[src/sas_pkg.sv]
package sas_pkg;

  typedef enum logic [2:0] {
    CMD_PUSH    = 3'd0,
    CMD_POP     = 3'd1,
    CMD_SORT    = 3'd2,
    CMD_REVERSE = 3'd3,
    CMD_READ    = 3'd4,
    CMD_WRITE   = 3'd5
  } cmd_e;

  typedef enum logic [1:0] {
    STATUS_OK    = 2'd0,
    STATUS_FULL  = 2'd1,
    STATUS_EMPTY = 2'd2,
    STATUS_RANGE = 2'd3
  } status_e;

  typedef enum logic [2:0] {
    CELL_HOLD     = 3'd0,
    CELL_LOAD     = 3'd1,
    CELL_INIT_TAG = 3'd2,
    CELL_SORT     = 3'd3,
    CELL_REVERSE  = 3'd4
  } cell_op_e;

  typedef enum logic [1:0] {
    CTRL_IDLE    = 2'd0,
    CTRL_SORT    = 2'd1,
    CTRL_REVERSE = 2'd2
  } ctrl_state_e;

  typedef struct packed {
    cell_op_e op;
    logic     phase;
  } cell_ctl_t;

  localparam int unsigned WordW  = 32;
  localparam int unsigned CmdW   = 3;
  localparam int unsigned PosW   = 6;
  localparam int unsigned CountW = 7;

endpackage

[src/sas_ctrl.sv]
module sas_ctrl #(
  parameter int unsigned CAPACITY = 64,
  localparam int unsigned CW = $clog2(CAPACITY + 1)
) (
  input  logic               clk_i,
  input  logic               rst_ni,
  input  logic               load_i,
  input  logic               sort_start_i,
  input  logic               rev_start_i,
  input  logic [CW-1:0]      count_i,
  output sas_pkg::cell_ctl_t ctl_o,
  output logic               busy_o
);

  sas_pkg::ctrl_state_e state_q, state_d;
  logic [CW-1:0]        rounds_q, rounds_d;
  logic                 phase_q, phase_d;

  always_ff @(posedge clk_i or negedge rst_ni) begin
    if (!rst_ni) begin
      state_q  <= sas_pkg::CTRL_IDLE;
      rounds_q <= '0;
      phase_q  <= 1'b0;
    end else begin
      state_q  <= state_d;
      rounds_q <= rounds_d;
      phase_q  <= phase_d;
    end
  end

  always_comb begin
    state_d     = state_q;
    rounds_d    = rounds_q;
    phase_d     = phase_q;
    ctl_o.op    = sas_pkg::CELL_HOLD;
    ctl_o.phase = phase_q;
    unique case (state_q)
      sas_pkg::CTRL_IDLE: begin
        if (load_i) begin
          ctl_o.op = sas_pkg::CELL_LOAD;
        end else if (sort_start_i) begin
          state_d  = sas_pkg::CTRL_SORT;
          rounds_d = count_i;
          phase_d  = 1'b0;
        end else if (rev_start_i) begin
          ctl_o.op = sas_pkg::CELL_INIT_TAG;
          state_d  = sas_pkg::CTRL_REVERSE;
          rounds_d = count_i;
          phase_d  = 1'b0;
        end
      end
      sas_pkg::CTRL_SORT, sas_pkg::CTRL_REVERSE: begin
        ctl_o.op = (state_q == sas_pkg::CTRL_SORT) ? sas_pkg::CELL_SORT
                                                   : sas_pkg::CELL_REVERSE;
        rounds_d = rounds_q - 1'b1;
        phase_d  = ~phase_q;
        if (rounds_q <= CW'(1)) begin
          state_d = sas_pkg::CTRL_IDLE;
        end
      end
      default: state_d = sas_pkg::CTRL_IDLE;
    endcase
  end

  assign busy_o = (state_q != sas_pkg::CTRL_IDLE);

endmodule

[config.mk]
export PLATFORM = sky130hd
export DESIGN_NAME = sas_ctrl
export DESIGN_NICKNAME = d
export VERILOG_FILES = /design/src/sas_pkg.sv /design/src/sas_ctrl.sv
export SDC_FILE = /design/constraint.sdc
export NUM_CORES = 1
export LEC_CHECK = 0
export BUFFER_PORTS_ARGS = -buffer_cell sky130_fd_sc_hd__buf_2
export CORE_MARGIN = 4
export CORE_UTILIZATION = 40
export CTS_BUF_LIST = sky130_fd_sc_hd__clkbuf_16
export DETAILED_ROUTE_END_ITERATION = 10
export PLACE_DENSITY = 0.68
export SETUP_SLACK_MARGIN = 0.15
export SYNTH_ARGS = -nofsm -noshare
export SYNTH_HDL_FRONTEND = slang
export SYNTH_SLANG_ARGS = --single-unit
[constraint.sdc]
create_clock -name clk_i -period 2.7 [get_ports clk_i]
set_input_delay 0.135 -clock clk_i [delete_from_list [all_inputs] [get_ports clk_i]]
set_output_delay 0.135 -clock clk_i [all_outputs]
set_load 0.01 [all_outputs]
==> qor.json <==
{
  "run_status": {"value": "finished, final reports clean"},
  "grt-ovfl-total": {"value": 0},
  "worst_skew_pair.late_latency": {"value": 0.24, "unit": "ns"},
  "setup_total_negative_slack": {"value": 0, "unit": "ns"},
  "drt-vias-per-instance": {"value": 5.06},
  "first_global_vias": {"value": 629},
  "synth_nets": {"value": 102},
  "num_antenna_cells": {"value": 0},
  "final.fill_count": {"value": 190},
  "cts.path.max_buffers": {"value": 2},
  "critical-path-top-delay-family": {"value": "simple AND/OR/NAND/NOR gates"},
  "synthCells": {"value": 86},
  "tritoncts_clock_tree": {"value": "built"},
  "clock_slew_at_reported_path_ffs": {"value": 0.04, "unit": "ns"},
  "rr_worst_depth": {"value": 6},
  "flow.area_growth_from_synthesis": {"value": 24.0, "unit": "%"},
  "drcViolationCount": {"value": 0},
  "placeableCoreArea": {"value": 1750, "unit": "um2"},
  "cap_viol_max_count": {"value": 0},
  "hold_path_end": {"value": "rounds_q[6]"},
  "die_width": {"value": 51.0, "unit": "um"},
  "mostFrequentLayoutCell": {"value": "sky130_fd_sc_hd__buf_2"},
  "num_rows": {"value": 15},
  "critPathMaxStageDelay": {"value": 0.48, "unit": "ns"},
  "finalHoldViolations": {"value": 0},
  "avgRoutedWirePerCell": {"value": 11.6, "unit": "um"},
  "timing.hold.worst.class": {"value": "input pin to flop"},
  "path_cells": {"value": "inv_1 > ha_1 > nor2_1 > a21o_4 > or4_1 > o311ai_1"},
  "syn-cell-area": {"value": 739, "unit": "um2"},
  "drive_above_1_share": {"value": 24.0, "unit": "%"},
  "drt_first_pass_iters": {"value": 3},
  "end_of_the_worst_register_to_register_path": {"value": "rounds_q[6]"},
  "drt.antenna.violating_nets": {"value": 0},
  "number_of_setup_violations_in_the_final_report": {"value": 0},
  "worst_path_max_delay_cell": {"value": "sky130_fd_sc_hd__or4_1"},
  "synth_flop_cell": {"value": "sky130_fd_sc_hd__dfrtp_1"},
  "fin_worst_skew": {"value": 0.00425, "unit": "ns"},
  "detailed_route_wire_length": {"value": 1500, "unit": "um"},
  "hpwl_reported_at_the_end_of_detailed_placement": {"value": 1110, "unit": "um"},
  "max_slew_margin": {"value": 81.3, "unit": "%"},
  "synth-seq-cells": {"value": 10},
  "num_vias": {"value": 653},
  "gr-usage-all-layers": {"value": 13.5, "unit": "%"},
  "synth-async-reset-ratio": {"value": 100, "unit": "%"},
  "maxSlewViolCount": {"value": 0},
  "powerDensity": {"value": 1270, "unit": "nW/um2"},
  "least_margin_pin_slew": {"value": 0.277, "unit": "ns"},
  "timing.rr.start": {"value": "state_q[0]"},
  "yosys_warnings": {"value": 0},
  "critPathBufInv": {"value": 1},
  "timing.critical_path.arrival": {"value": 1.93, "unit": "ns"},
  "worstHoldStart": {"value": "count_i[6]"},
  "rsz_0062_raised_after_global_routing": {"value": "no"},
  "cts_root_buffer": {"value": "sky130_fd_sc_hd__clkbuf_16"},
  "synth.yosys.seq_area_share": {"value": 33.8, "unit": "%"},
  "syn_avg_cell_area": {"value": 8.60, "unit": "um2"},
  "detailedRoute.firstIterationViolations": {"value": 5},
  "vdd_ir_drop_max": {"value": 0.466, "unit": "mV"},
  "boundaryPins": {"value": 17},
  "post-cts-setup-buffers": {"value": 0},
  "start_kind": {"value": "flop"},
  "place.detailed.instances": {"value": 124},
  "final_nets": {"value": 121},
  "grt_max_degree": {"value": 22},
  "critPathRequiredTime": {"value": 2.83, "unit": "ns"},
  "timing.final.crit_period": {"value": 1.80, "unit": "ns"},
  "max_freq": {"value": 556, "unit": "MHz"},
  "initial_core_util": {"value": 42.4, "unit": "%"},
  "criticalPathCategory": {"value": "flop to flop"},
  "synth_cell_types": {"value": 29},
  "finalCritPeriodShare": {"value": 66.6, "unit": "%"},
  "io_buffer_count": {"value": 16},
  "r2r_slack": {"value": 0.90, "unit": "ns"},
  "tritoncts.num_buffers": {"value": 3},
  "cts_sinks": {"value": 10},
  "fp.dieArea": {"value": 2600, "unit": "um2"},
  "leakage": {"value": 0.000429, "unit": "uW"},
  "most-common-layout-cells": {"value": "sky130_fd_sc_hd__buf_2 (16), sky130_fd_sc_hd__nor2_1 (11), sky130_fd_sc_hd__inv_1 (10), sky130_fd_sc_hd__nand2_1 (10), sky130_fd_sc_hd__dfrtp_1 (10)"},
  "grt_pass1_wl": {"value": 2640, "unit": "um"},
  "timing.critical_path.fanout_max": {"value": 16},
  "whs_path_depth": {"value": 3},
  "cp-end-kind": {"value": "flop"},
  "routabilityCongestion": {"value": 0.725},
  "final_cell_count_no_fill": {"value": 129},
  "clock_tree.htree_level_count": {"value": 1},
  "synth_enable_flop_cells": {"value": 0},
  "grt_antenna_before_repair": {"value": 0},
  "fp.dieH": {"value": 51.0, "unit": "um"}
}
## where the power goes
group / switching [uW] / leakage, uW / internal [uW]
clock network: 67.4 / 0.0000385 / 194
registers: 81.2 / 0.000118 / 226
logic: 338 / 0.000273 / 257
total: 487 / 0.000429 / 678
## synthesized netlist by cell type, types with 2 or more instances
cell type / count / area share [%]
sky130_fd_sc_hd__o21ai_0: 3 / 2.0
sky130_fd_sc_hd__buf_4: 2 / 2.0
sky130_fd_sc_hd__nor2_1: 11 / 5.6
sky130_fd_sc_hd__a41oi_1: 2 / 2.4
sky130_fd_sc_hd__o31ai_1: 2 / 2.0
sky130_fd_sc_hd__inv_1: 10 / 5.1
sky130_fd_sc_hd__nand2_1: 10 / 5.1
sky130_fd_sc_hd__nand3_1: 2 / 1.4
sky130_fd_sc_hd__o22a_1: 5 / 5.9
sky130_fd_sc_hd__a31oi_1: 2 / 1.7
sky130_fd_sc_hd__dfrtp_1: 10 / 34
sky130_fd_sc_hd__ha_1: 4 / 6.8
sky130_fd_sc_hd__a21oi_1: 6 / 4.1
sky130_fd_sc_hd__or4_1: 2 / 2.0
## sequential cells by signal, summed over array words and instances (netlist names)
name / flops
state_q: 2
rounds_q: 7
phase_q: 1
## worst reg2reg max path: stages (launching register included)
cell                       delay, ns
sky130_fd_sc_hd__dfrtp_1        0.41
sky130_fd_sc_hd__inv_1          0.11
sky130_fd_sc_hd__ha_1           0.29
sky130_fd_sc_hd__nor2_1         0.08
sky130_fd_sc_hd__a21o_4         0.25
sky130_fd_sc_hd__or4_1          0.48
sky130_fd_sc_hd__o311ai_1       0.08
## final cells by class
type,instances,area (um2),area share (%)
multi-input cells,62,422,46.0
flip-flops and latches,10,250,27.3
repair buffers,18,97.6,10.6
clock buffers,3,75.1,8.19
inverters,10,37.5,4.09
well taps,25,31.3,3.41
clock inverters,1,3.75,0.409
## cell families after synthesis
family / count (synthesis) / share of synthesized area [%]
AOI/OAI and AO/OA: 26 / 27.7
adders and majority gates: 4 / 6.77
buffers and inverters: 14 / 9.14
DFF: 10 / 33.8
muxes: 2 / 2.88
and+or+nand+nor: 30 / 19.6
## worst max path at each step
stage	end	start	depth (start not counted)	slack, ns
finish	rounds_q[6]	state_q[0]	6	0.90
global route	ctl_o[2]	state_q[0]	5	0.73
CTS	ctl_o[2]	state_q[0]	5	0.88
detailed placement	rounds_q[6]	state_q[0]	6	0.89
global placement	rounds_q[6]	state_q[0]	6	0.97
floorplan	rounds_q[6]	state_q[0]	6	1.05
## per-stage QoR
step	power [uW]	worst slack [ns]	cell area, um2	util [%]	hold WS (ns)
2_1_floorplan	805	1.05	739	-	-0.161
6_report	1160	0.902	917	52.5	0.173
4_1_cts	1180	0.883	917	52.5	0.171
3_5_place_dp	909	0.894	828	47.5	0.0163
3_3_place_gp	893	0.969	828	47.5	0.0125
5_1_grt	1280	0.733	917	52.5	0.189
## per-layer routing
metal  GRT usage (%)  up-vias  wire length (um)
met5               0        -                 0
met4            8.07        0                25
met3            2.62        4                60
met2            23.0       13               754
met1            15.6      296               654
li1                -      340                 -
## timing repair
item	in CTS	in global routing
gates resized for setup	0	0
hold buffers	1	0
endpoints found under the hold margin	10	0
Power figures use the tool's default switching activity.
