===== src/sas_pkg.sv =====
package sas_pkg;

  typedef enum logic [2:0] {
    CMD_PUSH    = 3'd0,
    CMD_POP     = 3'd1,
    CMD_SORT    = 3'd2,
    CMD_REVERSE = 3'd3,
    CMD_READ    = 3'd4,
    CMD_WRITE   = 3'd5
  } cmd_e;

  typedef enum logic [1:0] {
    STATUS_OK    = 2'd0,
    STATUS_FULL  = 2'd1,
    STATUS_EMPTY = 2'd2,
    STATUS_RANGE = 2'd3
  } status_e;

  typedef enum logic [2:0] {
    CELL_HOLD     = 3'd0,
    CELL_LOAD     = 3'd1,
    CELL_INIT_TAG = 3'd2,
    CELL_SORT     = 3'd3,
    CELL_REVERSE  = 3'd4
  } cell_op_e;

  typedef enum logic [1:0] {
    CTRL_IDLE    = 2'd0,
    CTRL_SORT    = 2'd1,
    CTRL_REVERSE = 2'd2
  } ctrl_state_e;

  typedef struct packed {
    cell_op_e op;
    logic     phase;
  } cell_ctl_t;

  localparam int unsigned WordW  = 32;
  localparam int unsigned CmdW   = 3;
  localparam int unsigned PosW   = 6;
  localparam int unsigned CountW = 7;

endpackage


===== src/sas_cell.sv =====
module sas_cell #(
  parameter int unsigned CAPACITY = 64,
  parameter int unsigned INDEX    = 0,
  localparam int unsigned CW = $clog2(CAPACITY + 1),
  localparam int unsigned TW = $clog2(CAPACITY)
) (
  input  logic                                clk_i,
  input  sas_pkg::cell_ctl_t                  ctl_i,
  input  logic [CW-1:0]                       count_i,
  input  logic [CW-1:0]                       target_i,
  input  logic signed [sas_pkg::WordW-1:0]    value_i,
  input  logic signed [sas_pkg::WordW-1:0]    left_word_i,
  input  logic [TW-1:0]                       left_tag_i,
  input  logic signed [sas_pkg::WordW-1:0]    right_word_i,
  input  logic [TW-1:0]                       right_tag_i,
  output logic signed [sas_pkg::WordW-1:0]    word_o,
  output logic [TW-1:0]                       tag_o,
  output logic [sas_pkg::WordW-1:0]           hit_o
);

  localparam logic [CW-1:0] Idx   = CW'(INDEX);
  localparam logic [CW:0]   IdxP1 = (CW + 1)'(INDEX + 1);
  localparam logic [TW-1:0] Tag0  = TW'(INDEX);

  logic signed [sas_pkg::WordW-1:0] word_q, word_d;
  logic [TW-1:0]                    tag_q, tag_d;
  logic                             is_low, active, swap;

  always_comb begin
    is_low = (Idx[0] == ctl_i.phase);
    if (is_low) begin
      active = (IdxP1 < {1'b0, count_i});
    end else begin
      active = (INDEX >= 1) && (Idx < count_i);
    end
    swap = 1'b0;
    if (ctl_i.op == sas_pkg::CELL_SORT) begin
      swap = is_low ? (word_q > right_word_i) : (left_word_i > word_q);
    end else if (ctl_i.op == sas_pkg::CELL_REVERSE) begin
      swap = is_low ? (tag_q < right_tag_i) : (left_tag_i < tag_q);
    end
    swap = swap && active;

    word_d = word_q;
    tag_d  = tag_q;
    unique case (ctl_i.op)
      sas_pkg::CELL_LOAD: begin
        if (Idx == target_i) begin
          word_d = value_i;
        end
      end
      sas_pkg::CELL_INIT_TAG: begin
        tag_d = Tag0;
      end
      sas_pkg::CELL_SORT, sas_pkg::CELL_REVERSE: begin
        if (swap) begin
          word_d = is_low ? right_word_i : left_word_i;
          tag_d  = is_low ? right_tag_i : left_tag_i;
        end
      end
      default: ;
    endcase
  end

  always_ff @(posedge clk_i) begin
    word_q <= word_d;
    tag_q  <= tag_d;
  end

  assign word_o = word_q;
  assign tag_o  = tag_q;
  assign hit_o  = (Idx == target_i) ? word_q : '0;

endmodule


===== config.mk =====
export PLATFORM = sky130hd
export DESIGN_NAME = sas_cell
export DESIGN_NICKNAME = d
export VERILOG_FILES = /design/src/sas_pkg.sv /design/src/sas_cell.sv
export SDC_FILE = /design/constraint.sdc
export NUM_CORES = 1
export LEC_CHECK = 0
export BUFFER_PORTS_ARGS = -buffer_cell sky130_fd_sc_hd__buf_2
export CORE_ASPECT_RATIO = 0.6
export CORE_UTILIZATION = 30
export CTS_BUF_LIST = sky130_fd_sc_hd__clkbuf_8 sky130_fd_sc_hd__clkbuf_16
export DETAILED_ROUTE_END_ITERATION = 6
export GPL_TIMING_DRIVEN = 0
export PLACE_DENSITY = 0.7
export SETUP_SLACK_MARGIN = 0.2
export SLEW_MARGIN = 0
export SYNTH_ARGS = -nofsm -noshare
export SYNTH_HDL_FRONTEND = slang
export SYNTH_SLANG_ARGS = --single-unit

===== constraint.sdc =====
create_clock -name clk_i -period 10.45 [get_ports clk_i]
set_input_delay 1.045 -clock clk_i [delete_from_list [all_inputs] [get_ports clk_i]]
set_output_delay 1.045 -clock clk_i [all_outputs]
set_load 0.02 [all_outputs]

==> results of run 1 <==
cells by family (layout without fill, tap and decap cells):
| kind of cell | Yosys count | in the layout | share of synthesized area (%) |
|---|---|---|---|
| DFF | 38 | 38 | 36.2 |
| and+or+nand+nor | 110 | 110 | 19.3 |
| buffers and inverters | 52 | 255 | 6.43 |
| AOI/OAI and AO/OA | 64 | 64 | 11.1 |
| adders and majority gates | 37 | 37 | 14.7 |
| muxes | 38 | 38 | 12.1 |
| xor gates and xnor gates | 1 | 1 | 0.278 |
where the power goes:
part | switching [µW] | internal (µW) | total, µW
sequential | 3.71 | 177 | 180
clock | 57.4 | 85.3 | 143
combinational | 57.9 | 46.1 | 104
total | 119 | 308 | 427
routing by layer:
| metal | routed length [µm] | share of wire, % |
|---|---|---|
| met5 | 0 | 0 |
| met4 | 40 | 0.39 |
| met3 | 783 | 7.6 |
| met2 | 4570 | 45 |
| met1 | 4860 | 47 |
through the flow:
step	setup slack (ns)	hold slack [ns]	total power (µW)	utilization, %
after global placement	4.99	1.21	284	42.9
after detailed placement	6.50	1.26	288	43.3
after floorplan	6.33	1.14	238	-
after CTS	6.49	1.03	434	44.6
final	6.52	1.04	427	44.6
after global routing	6.43	1.04	453	44.6
cells in the final DEF (no fill, tap or decap), types with 2 or more instances in the layout:
| cell type | instances |
|---|---|
| o21ai_0 | 36 |
| nand3_1 | 5 |
| a211oi_1 | 2 |
| o21ai_1 | 2 |
| mux2i_1 | 38 |
| buf_2 | 198 |
| ha_1 | 37 |
| and2_2 | 28 |
| inv_1 | 40 |
| nor3b_1 | 2 |
| clkbuf_2 | 3 |
| edfxtp_1 | 38 |
| nor2b_1 | 2 |
| a21oi_1 | 16 |
| clkbuf_16 | 5 |
| nor3_1 | 3 |
| and2_1 | 4 |
| o211ai_1 | 2 |
| nand2_1 | 43 |
| nor2_1 | 11 |
| nand4_1 | 6 |
| clkbuf_1 | 7 |
sequential cells by signal (all words and copies together), names as in the netlist:
signal  count
tag_o       6
word_o     32
cell usage after synthesis, drive strengths merged, types with 5 or more instances:
master	number	area, µm²
nand3	5	25.0
nor2	11	41.3
edfxtp	38	1140
inv	38	143
clkbuf	10	41.3
and2	32	235
nand2	43	161
a21oi	16	80.1
mux2i	38	380
ha	37	463
nand4	6	37.5
o21ai	39	195
path summary, 6_finish.rpt:
path	endpoint	start	cells after the start
max	hit_o[15]	target_i[2]	6
min	word_o[30]$_DFFE_PP_	value_i[30]	3
max reg2reg	word_o[14]$_DFFE_PP_	word_o[9]$_DFFE_PP_	10
min reg2reg	word_o[28]$_DFFE_PP_	word_o[31]$_DFFE_PP_	3
worst max-delay path, cell delays in order:
cell and delay, ns:
buf_2 0.09, or4_4 0.53, nor4_4 0.46, clkbuf_2 0.39
and2_2 0.19, buf_2 0.16
final cells by class:
| cell class | instances | area [µm²] |
|---|---|---|
| Timing Repair Buffer | 196 | 1000 |
| Tap cell | 135 | 169 |
| Buffer | 14 | 60.1 |
| Sequential cell | 38 | 1140 |
| Fill cell | 1020 | 5550 |
| Inverter | 38 | 143 |
| Clock buffer | 5 | 125 |
| Clock inverter | 2 | 7.51 |
| Multi-Input combinational cell | 250 | 1820 |
==> results.cfg, run 1 <==
[worst_setup_path]
ff2ff_setup_slack_ns = 7.40
worst_setup_path_start_kind = input pin
cp-end-kind = output port
path_class = in2out
worstPathArrival_ns = 2.88
cp.required_ns = 9.41
cp_max_fo = 10

[logic_synthesis]
yosys_register_bits = 38
synth.distinct_cells = 34
postSynthAreaPerCell_um2 = 9.27
synthFlopType = edfxtp_1
synth-warning-count = 0
async_flop_share_pct = 0
syn_nets = 504
synth_edf_count = 38
syn-instance-count = 340
ys_seq_area_share_pct = 36.2
netlist_area_mm2 = 0.00315

[power]
p_per_area_mw_per_mm2 = 95.6
leakage_uw = 0.00240
vdd_drop_max_mv = 0.0505

[floorplanning]
die_y_um = 81.4
core_mm2 = 0.0100
die_w_um = 134
die_area_mm2 = 0.0109
pin_count = 197
initial_utilization_pct = 31.5
rows = 28

[sta]
max_slew.worst_pin.slew_ns = 0.732
clock.fmax_mhz = 255
skew_ns = 0.00462
hold_violations = 0
setup_viol = 0
max_slew_margin_pct = 51.2
finalCritPeriodShare_pct = 37.6
rsz0062_at_grt = no
fin_crit_ns = 3.93
drv_slew = 0
setup_tns_ns = 0

[finish]
fin_cells = 678
diodes = 0
area_delta_synth_final_pct = 41.8
layout-drive-gt1-share_pct = 44.4
finalNetCount = 707
final_cell_area_mm2 = 0.00447

[detailed_routing]
wl_mm = 10.3
wl_per_cell_um = 15.1
post-route-drc-count = 0
via_per_inst = 4.70
dr_total_vias = 3187
antenna_left = 0
drtIter0Drc = 114
drt_first_pass_iters = 4

[global_route]
met1_usage_pct = 25.1
first_global_vias = 3077
grt_use_total_pct = 18.6
antenna_found_initial = 0
grt_max_degree = 18
use_met2_pct = 30.8
gr-total-overflow = 0
grt_first_pass_wirelength_mm = 15.4
grt_busiest_layer = met2
gr-usage-met3_pct = 4.00

[clock_network]
worstSkewPairLatency_ns = 0.28
postCtsSetupBuffers = 0
cts.clk_slew.worst_paths_ns = 0.05
cts_hold_buf = 0
cts_sinks = 38
cts_tree = yes
cts-buffers-inserted = 5
cts_root_buf = clkbuf_16
ctsResizeCount = 0
clockBufferDepth = 2
htree_levels = 2

[placed_design]
port_buffers = 195
dp_hpwl_mm = 8.54
place_congestion = 0.841
place_area_mm2 = 0.00434
dp.cells = 671

[outcome]
status = finished clean

[job]
maxCapViolCount = 0

[hold_path]
hold_class = in2reg
No activity file was read; power rests on OpenSTA's default activity.
==> run 2: changes to the inputs <==
--- a/config.mk
+++ b/config.mk
@@ -5,13 +5,14 @@
 export SDC_FILE = /design/constraint.sdc
 export NUM_CORES = 1
 export LEC_CHECK = 0
+export ABC_AREA = 1
 export BUFFER_PORTS_ARGS = -buffer_cell sky130_fd_sc_hd__buf_2
 export CORE_ASPECT_RATIO = 0.6
 export CORE_UTILIZATION = 30
 export CTS_BUF_LIST = sky130_fd_sc_hd__clkbuf_8 sky130_fd_sc_hd__clkbuf_16
 export DETAILED_ROUTE_END_ITERATION = 6
 export GPL_TIMING_DRIVEN = 0
-export PLACE_DENSITY = 0.7
+export PLACE_DENSITY = 0.71
 export SETUP_SLACK_MARGIN = 0.2
 export SLEW_MARGIN = 0
 export SYNTH_ARGS = -nofsm -noshare
==> constraint.sdc (replaced) <==
create_clock -name clk_i -period 3.2 [get_ports clk_i]
set_input_delay 0.32 -clock clk_i [delete_from_list [all_inputs] [get_ports clk_i]]
set_output_delay 0.32 -clock clk_i [all_outputs]
set_load 0.02 [all_outputs]
==> results.cfg, run 2 <==
[sta]
clock.fmax_mhz = 382
max_slew.worst_pin.slew_ns = 0.570
drv_slew = 0
skew_ns = 0.00512
setup_tns_ns = 0
rsz0062_at_grt = no
worst_slack_ns = 0.581
fin_crit_ns = 2.62
setup_viol = 0
max_slew_margin_pct = 62.0
finalCritPeriodShare_pct = 81.8
hold_violations = 0

[logic_synthesis]
netlist_area_mm2 = 0.00333
yosysMostFrequentCell = nand2_1
async_flop_share_pct = 0
yosys_register_bits = 38
synth_common_cells = nand2_1 (111), inv_1 (85), nor2_1 (53)
postSynthAreaPerCell_um2 = 7.33
synth_top_area_cell = edfxtp_1
synth.distinct_cells = 27
synth_edf_count = 38
synthTopCellsByArea = edfxtp_1 (34%), ha_1 (14%), nand2_1 (13%)
ys_seq_area_share_pct = 34.3
synth_top_area_share_pct = 34.3
syn_nets = 618
synthFlopType = edfxtp_1
synth-warning-count = 0
syn-instance-count = 454

[placed_design]
port_buffers = 194
dp_hpwl_mm = 8.40
place_area_mm2 = 0.00447
place_congestion = 0.787
dp_slack_ns = 0.147

[finish]
fillers = 1143
mostFrequentLayoutCells = buf_2 (197), nand2_1 (110), inv_1 (87)
area_delta_synth_final_pct = 38.9
final_util_pct = 43.3
final_cell_area_mm2 = 0.00462
diodes = 0
finalNetCount = 819
layout-drive-gt1-share_pct = 37.6
layout_commonest_cell = buf_2
largest_register_ffs = 32

[floorplanning]
die_y_um = 83.6
pin_count = 197
die_area_mm2 = 0.0115
die_w_um = 138
core_mm2 = 0.0107
rows = 29
initial_utilization_pct = 31.2

[worst_setup_path]
worstPathArrival_ns = 2.58
cp_num_buf_inv = 0
path_delay_family = simple AND/OR/NAND/NOR gates
max_stage_delay_ns = 0.42
cp.required_ns = 3.16
cp_max_fo = 32
worst_setup_path_start_kind = register
cp_common_cell = nand2_1
crit_start = word_o[31]$_DFFE_PP_
slowest_stage = edfxtp_1
crit_chain = ha_1, nand2_1, nor2_2, nand2_1, nor3b_1, nand2_1, nand3_1, nand3_1, nand2_1, nand2_1, nand2_8
cp-end-kind = register
path_class = reg2reg
r2r_start = word_o[31]$_DFFE_PP_

[detailed_routing]
drtIter0Drc = 131
dr_total_vias = 3524
post-route-drc-count = 0
drt_first_pass_iters = 4
via_per_inst = 4.44
antenna_left = 0
wl_per_cell_um = 13.1
wl_mm = 10.4

[clock_network]
cts.clk_slew.worst_paths_ns = 0.06
cts_tree = yes
worstSkewPairLatency_ns = 0.28
htree_levels = 2
cts_sinks = 38
cts_hold_buf = 0
cts-buffers-inserted = 5
cts_root_buf = clkbuf_16
postCtsSetupBuffers = 0
clockBufferDepth = 2

[power]
vdd_drop_max_mv = 0.157
total_power_uw = 1340
p_per_area_mw_per_mm2 = 290
leakage_uw = 0.00257

[hold_path]
worstHoldStart = left_tag_i[2]
hold_class = in2reg

[global_route]
antenna_found_initial = 0
gr-total-overflow = 0
grt_max_degree = 33
grt_use_total_pct = 18.1
grt_first_pass_wirelength_mm = 16.0
first_global_vias = 3255

[outcome]
status = finished clean

[job]
maxCapViolCount = 0
-- run 2: cell count changes in the layout (fill, tap and decap cells not counted), moves of 4 or more --
| cell | previous run | this run |
|---|---|---|
| inv_1 | 40 | 87 |
| o21ai_0 | 36 | 3 |
| and2_1 | 4 | 0 |
| nor2_2 | 0 | 33 |
| nor2_1 | 11 | 53 |
| and2_2 | 28 | 0 |
| nand2_1 | 43 | 110 |
| a21oi_1 | 16 | 21 |
| mux2i_1 | 38 | 0 |
| a31oi_1 | 1 | 32 |
-- run 2: worst paths after layout --
| kind | slack, ns | cells past startpoint | to |
|---|---|---|---|
| worst max-delay path | 0.58 | 11 | word_o[23]$_DFFE_PP_ |
| worst min register to register | 1.29 | 6 | word_o[30]$_DFFE_PP_ |
| worst min-delay path | 0.37 | 3 | tag_o[2]$_SDFFCE_PP0P_ |
| worst max register to register | 0.58 | 11 | word_o[23]$_DFFE_PP_ |
-- run 2: worst register-to-register path, cell delays in order, from the launching register on --
cell      delay [ns]
edfxtp_1        0.42
ha_1            0.38
nand2_1         0.10
nor2_2          0.13
nand2_1         0.09
nor3b_1         0.32
nand2_1         0.12
nand3_1         0.08
nand3_1         0.12
nand2_1         0.09
nand2_1         0.14
nand2_8         0.28
-- run 2: repair_timing --
action,in CTS,in global routing
gates cloned,0,0
endpoints found under the hold margin,0,0
endpoints found under the setup margin,32,15
pin swaps,0,0
gates resized for setup,1,1
-- run 2: cell type report --
class | count | area, µm² | area share, %
Sequential cell | 38 | 1140 | 24.7
Clock buffer | 5 | 125 | 2.71
Clock inverter | 2 | 7.51 | 0.162
Inverter | 87 | 329 | 7.12
Timing Repair Buffer | 194 | 971 | 21.0
Multi-Input combinational cell | 312 | 1770 | 38.3
Buffer | 17 | 101 | 2.19
Tap cell | 139 | 174 | 3.76
-- run 2: logic make-up (layout without fill, tap and decap cells) --
logic type,after synthesis,after routing,synth area share (%)
AOI/OAI and AO/OA,63,63,11.2
adders and majority gates,37,37,13.9
DFF,38,38,34.3
and+or+nand+nor,212,212,27.6
buffers and inverters,104,305,12.9
-- run 2: metrics by stage --
stage,hold WS [ns],instances
4_1_cts,0.356,794
6_report,0.374,794
3_5_place_dp,0.654,787
5_1_grt,0.381,794
2_1_floorplan,0.558,454
3_3_place_gp,0.649,787
-- run 2: report_power, final --
| part | switching (µW) | internal [µW] |
|---|---|---|
| Sequential | 4.94 | 563 |
| Combinational | 168 | 132 |
| Clock | 194 | 279 |
-- run 2: per-layer routing --
metal  vias up  global-route usage [%]  part of all wire [%]
met5         -                       0                     0
met2       132                    28.6                    42
met4         0                    2.67                  0.33
li1       1862                       -                     -
met1      1526                    25.7                    51
met3         4                    3.89                   6.5
==> run 3: changes to the inputs <==
==> constraint.sdc (replaced) <==
create_clock -name clk_i -period 2.3 [get_ports clk_i]
set_input_delay 0.23 -clock clk_i [delete_from_list [all_inputs] [get_ports clk_i]]
set_output_delay 0.23 -clock clk_i [all_outputs]
set_load 0.02 [all_outputs]
==> results.cfg, run 3 (synthesis results as in run 2) <==
[power]
p_per_area_mw_per_mm2 = 371
leakage_uw = 0.00277
vdd_drop_max_mv = 0.253
total_power_uw = 1940

[finish]
layout_commonest_cell = buf_2
final_cell_area_mm2 = 0.00523
regArea_mm2 = 0.00114
diodes = 0
area_delta_synth_final_pct = 57.1
finalNetCount = 853
largest_register_ffs = 32
multi_input_area_mm2 = 0.00214
mostFrequentLayoutCells = buf_2 (197), nand2_1 (100), inv_1 (85)
fillers = 1114
final_util_pct = 49.0
layout-drive-gt1-share_pct = 45.8

[floorplanning]
initial_utilization_pct = 31.2
die_w_um = 138
die_y_um = 83.6
pin_count = 197
rows = 29
die_area_mm2 = 0.0115
core_mm2 = 0.0107

[clock_network]
clockBufferDepth = 2
worstSkewPairLatency_ns = 0.28
cts_sinks = 38
cts_root_buf = clkbuf_16
htree_levels = 2
cts-buffers-inserted = 5
cts_hold_buf = 0
cts.clk_slew.worst_paths_ns = 0.06
cts_tree = yes

[outcome]
status = finished clean

[sta]
hold_violations = 0
max_slew.worst_pin.slew_ns = 0.661
fin_crit_ns = 2.23
clock.fmax_mhz = 448
drv_slew = 0
setup_viol = 0
worst_slack_ns = 0.0663
max_slew_margin_pct = 55.7
rsz0062_at_grt = yes
skew_ns = 0.00393
finalCritPeriodShare_pct = 97.1
setup_tns_ns = 0

[worst_setup_path]
path_class = reg2reg
cp-end-kind = register
crit_start = word_o[11]$_DFFE_PP_
rr_worst_depth = 12
worst_setup_path_start_kind = register
rr_endpoint = word_o[21]$_DFFE_PP_
cp_max_fo = 8
ff2ff_setup_slack_ns = 0.07
cp.required_ns = 2.29
worstPathArrival_ns = 2.22
cp-endpoint = word_o[21]$_DFFE_PP_
r2r_start = word_o[11]$_DFFE_PP_

[placed_design]
port_buffers = 194
dp_slack_ns = -0.159
dp_hpwl_mm = 8.39
place_congestion = 0.770
place_area_mm2 = 0.00452

[detailed_routing]
antenna_left = 0
wl_per_cell_um = 13.7
wl_mm = 11.3
drtIter0Drc = 140
dr_total_vias = 3749
via_per_inst = 4.52
post-route-drc-count = 0
drt_first_pass_iters = 5

[hold_path]
worstHoldStart = left_tag_i[1]
hold_class = in2reg

[global_route]
grt_first_pass_wirelength_mm = 16.8
antenna_found_initial = 0
grt_max_degree = 12
gr-total-overflow = 0
first_global_vias = 3416
grt_use_total_pct = 19.3

[job]
maxCapViolCount = 0
[run 3: cell type report]
cell class              count  area share, %
plain buffers              17           1.94
clock buffers               5           2.39
clock inverters             3          0.239
inverters                  87           6.29
multi-input cells         315           41.0
flip-flops and latches     38           21.8
well taps                 139           3.33
repair buffers            225           23.0
[run 3: metrics by stage]
stage                     hold slack (ns)  std cells
after floorplan                     0.468        454
after global placement              0.563        787
after detailed placement            0.564        787
after CTS                           0.275        812
after global routing                0.298        829
final                               0.283        829
[run 3: routing by layer]
| layer | GRT usage [%] | wire length [µm] | vias up |
|---|---|---|---|
| met2 | 31.0 | 5130 | 132 |
| met5 | 0 | 0 | - |
| met3 | 4.43 | 764 | 2 |
| met1 | 26.7 | 5420 | 1686 |
| met4 | 3.06 | 29 | 0 |
| li1 | - | - | 1929 |
[run 3: report_power, final]
part / switching (µW) / internal [µW] / total, µW / leakage [µW]
combinational: 265 / 215 / 480 / 0.00235
clock: 278 / 393 / 671 / 0.0000724
sequential: 6.53 / 783 / 789 / 0.000346
total: 550 / 1390 / 1940 / 0.00277
[run 3: worst min path at each step]
| stage | to | depth (start not counted) | slack [ns] |
|---|---|---|---|
| after global routing | tag_o[2]$_SDFFCE_PP0P_ | 3 | 0.30 |
| final | tag_o[1]$_SDFFCE_PP0P_ | 3 | 0.28 |
| after detailed placement | tag_o[5]$_SDFFCE_PP0P_ | 3 | 0.56 |
| after floorplan | tag_o[1]$_SDFFCE_PP0P_ | 2 | 0.47 |
| after CTS | tag_o[5]$_SDFFCE_PP0P_ | 3 | 0.28 |
| after global placement | tag_o[4]$_SDFFCE_PP0P_ | 3 | 0.56 |
[run 3: timing repair]
item,4_1_cts,5_1_grt
gates resized for setup,25,19
pin swaps,21,20
cloned,3,0
buffers inserted,14,17
endpoints found under the setup margin,38,38
[run 3: worst max-delay path, cell delays in order (launching register included)]
cell	delay, ns
edfxtp_1	0.41
ha_1	0.33
a21oi_1	0.15
nand2_1	0.07
a21oi_1	0.14
nand2_1	0.07
nand2_1	0.09
nand2_1	0.07
nand2_2	0.08
nand3_4	0.09
nand2_4	0.10
nand2_8	0.13
nand2_8	0.18
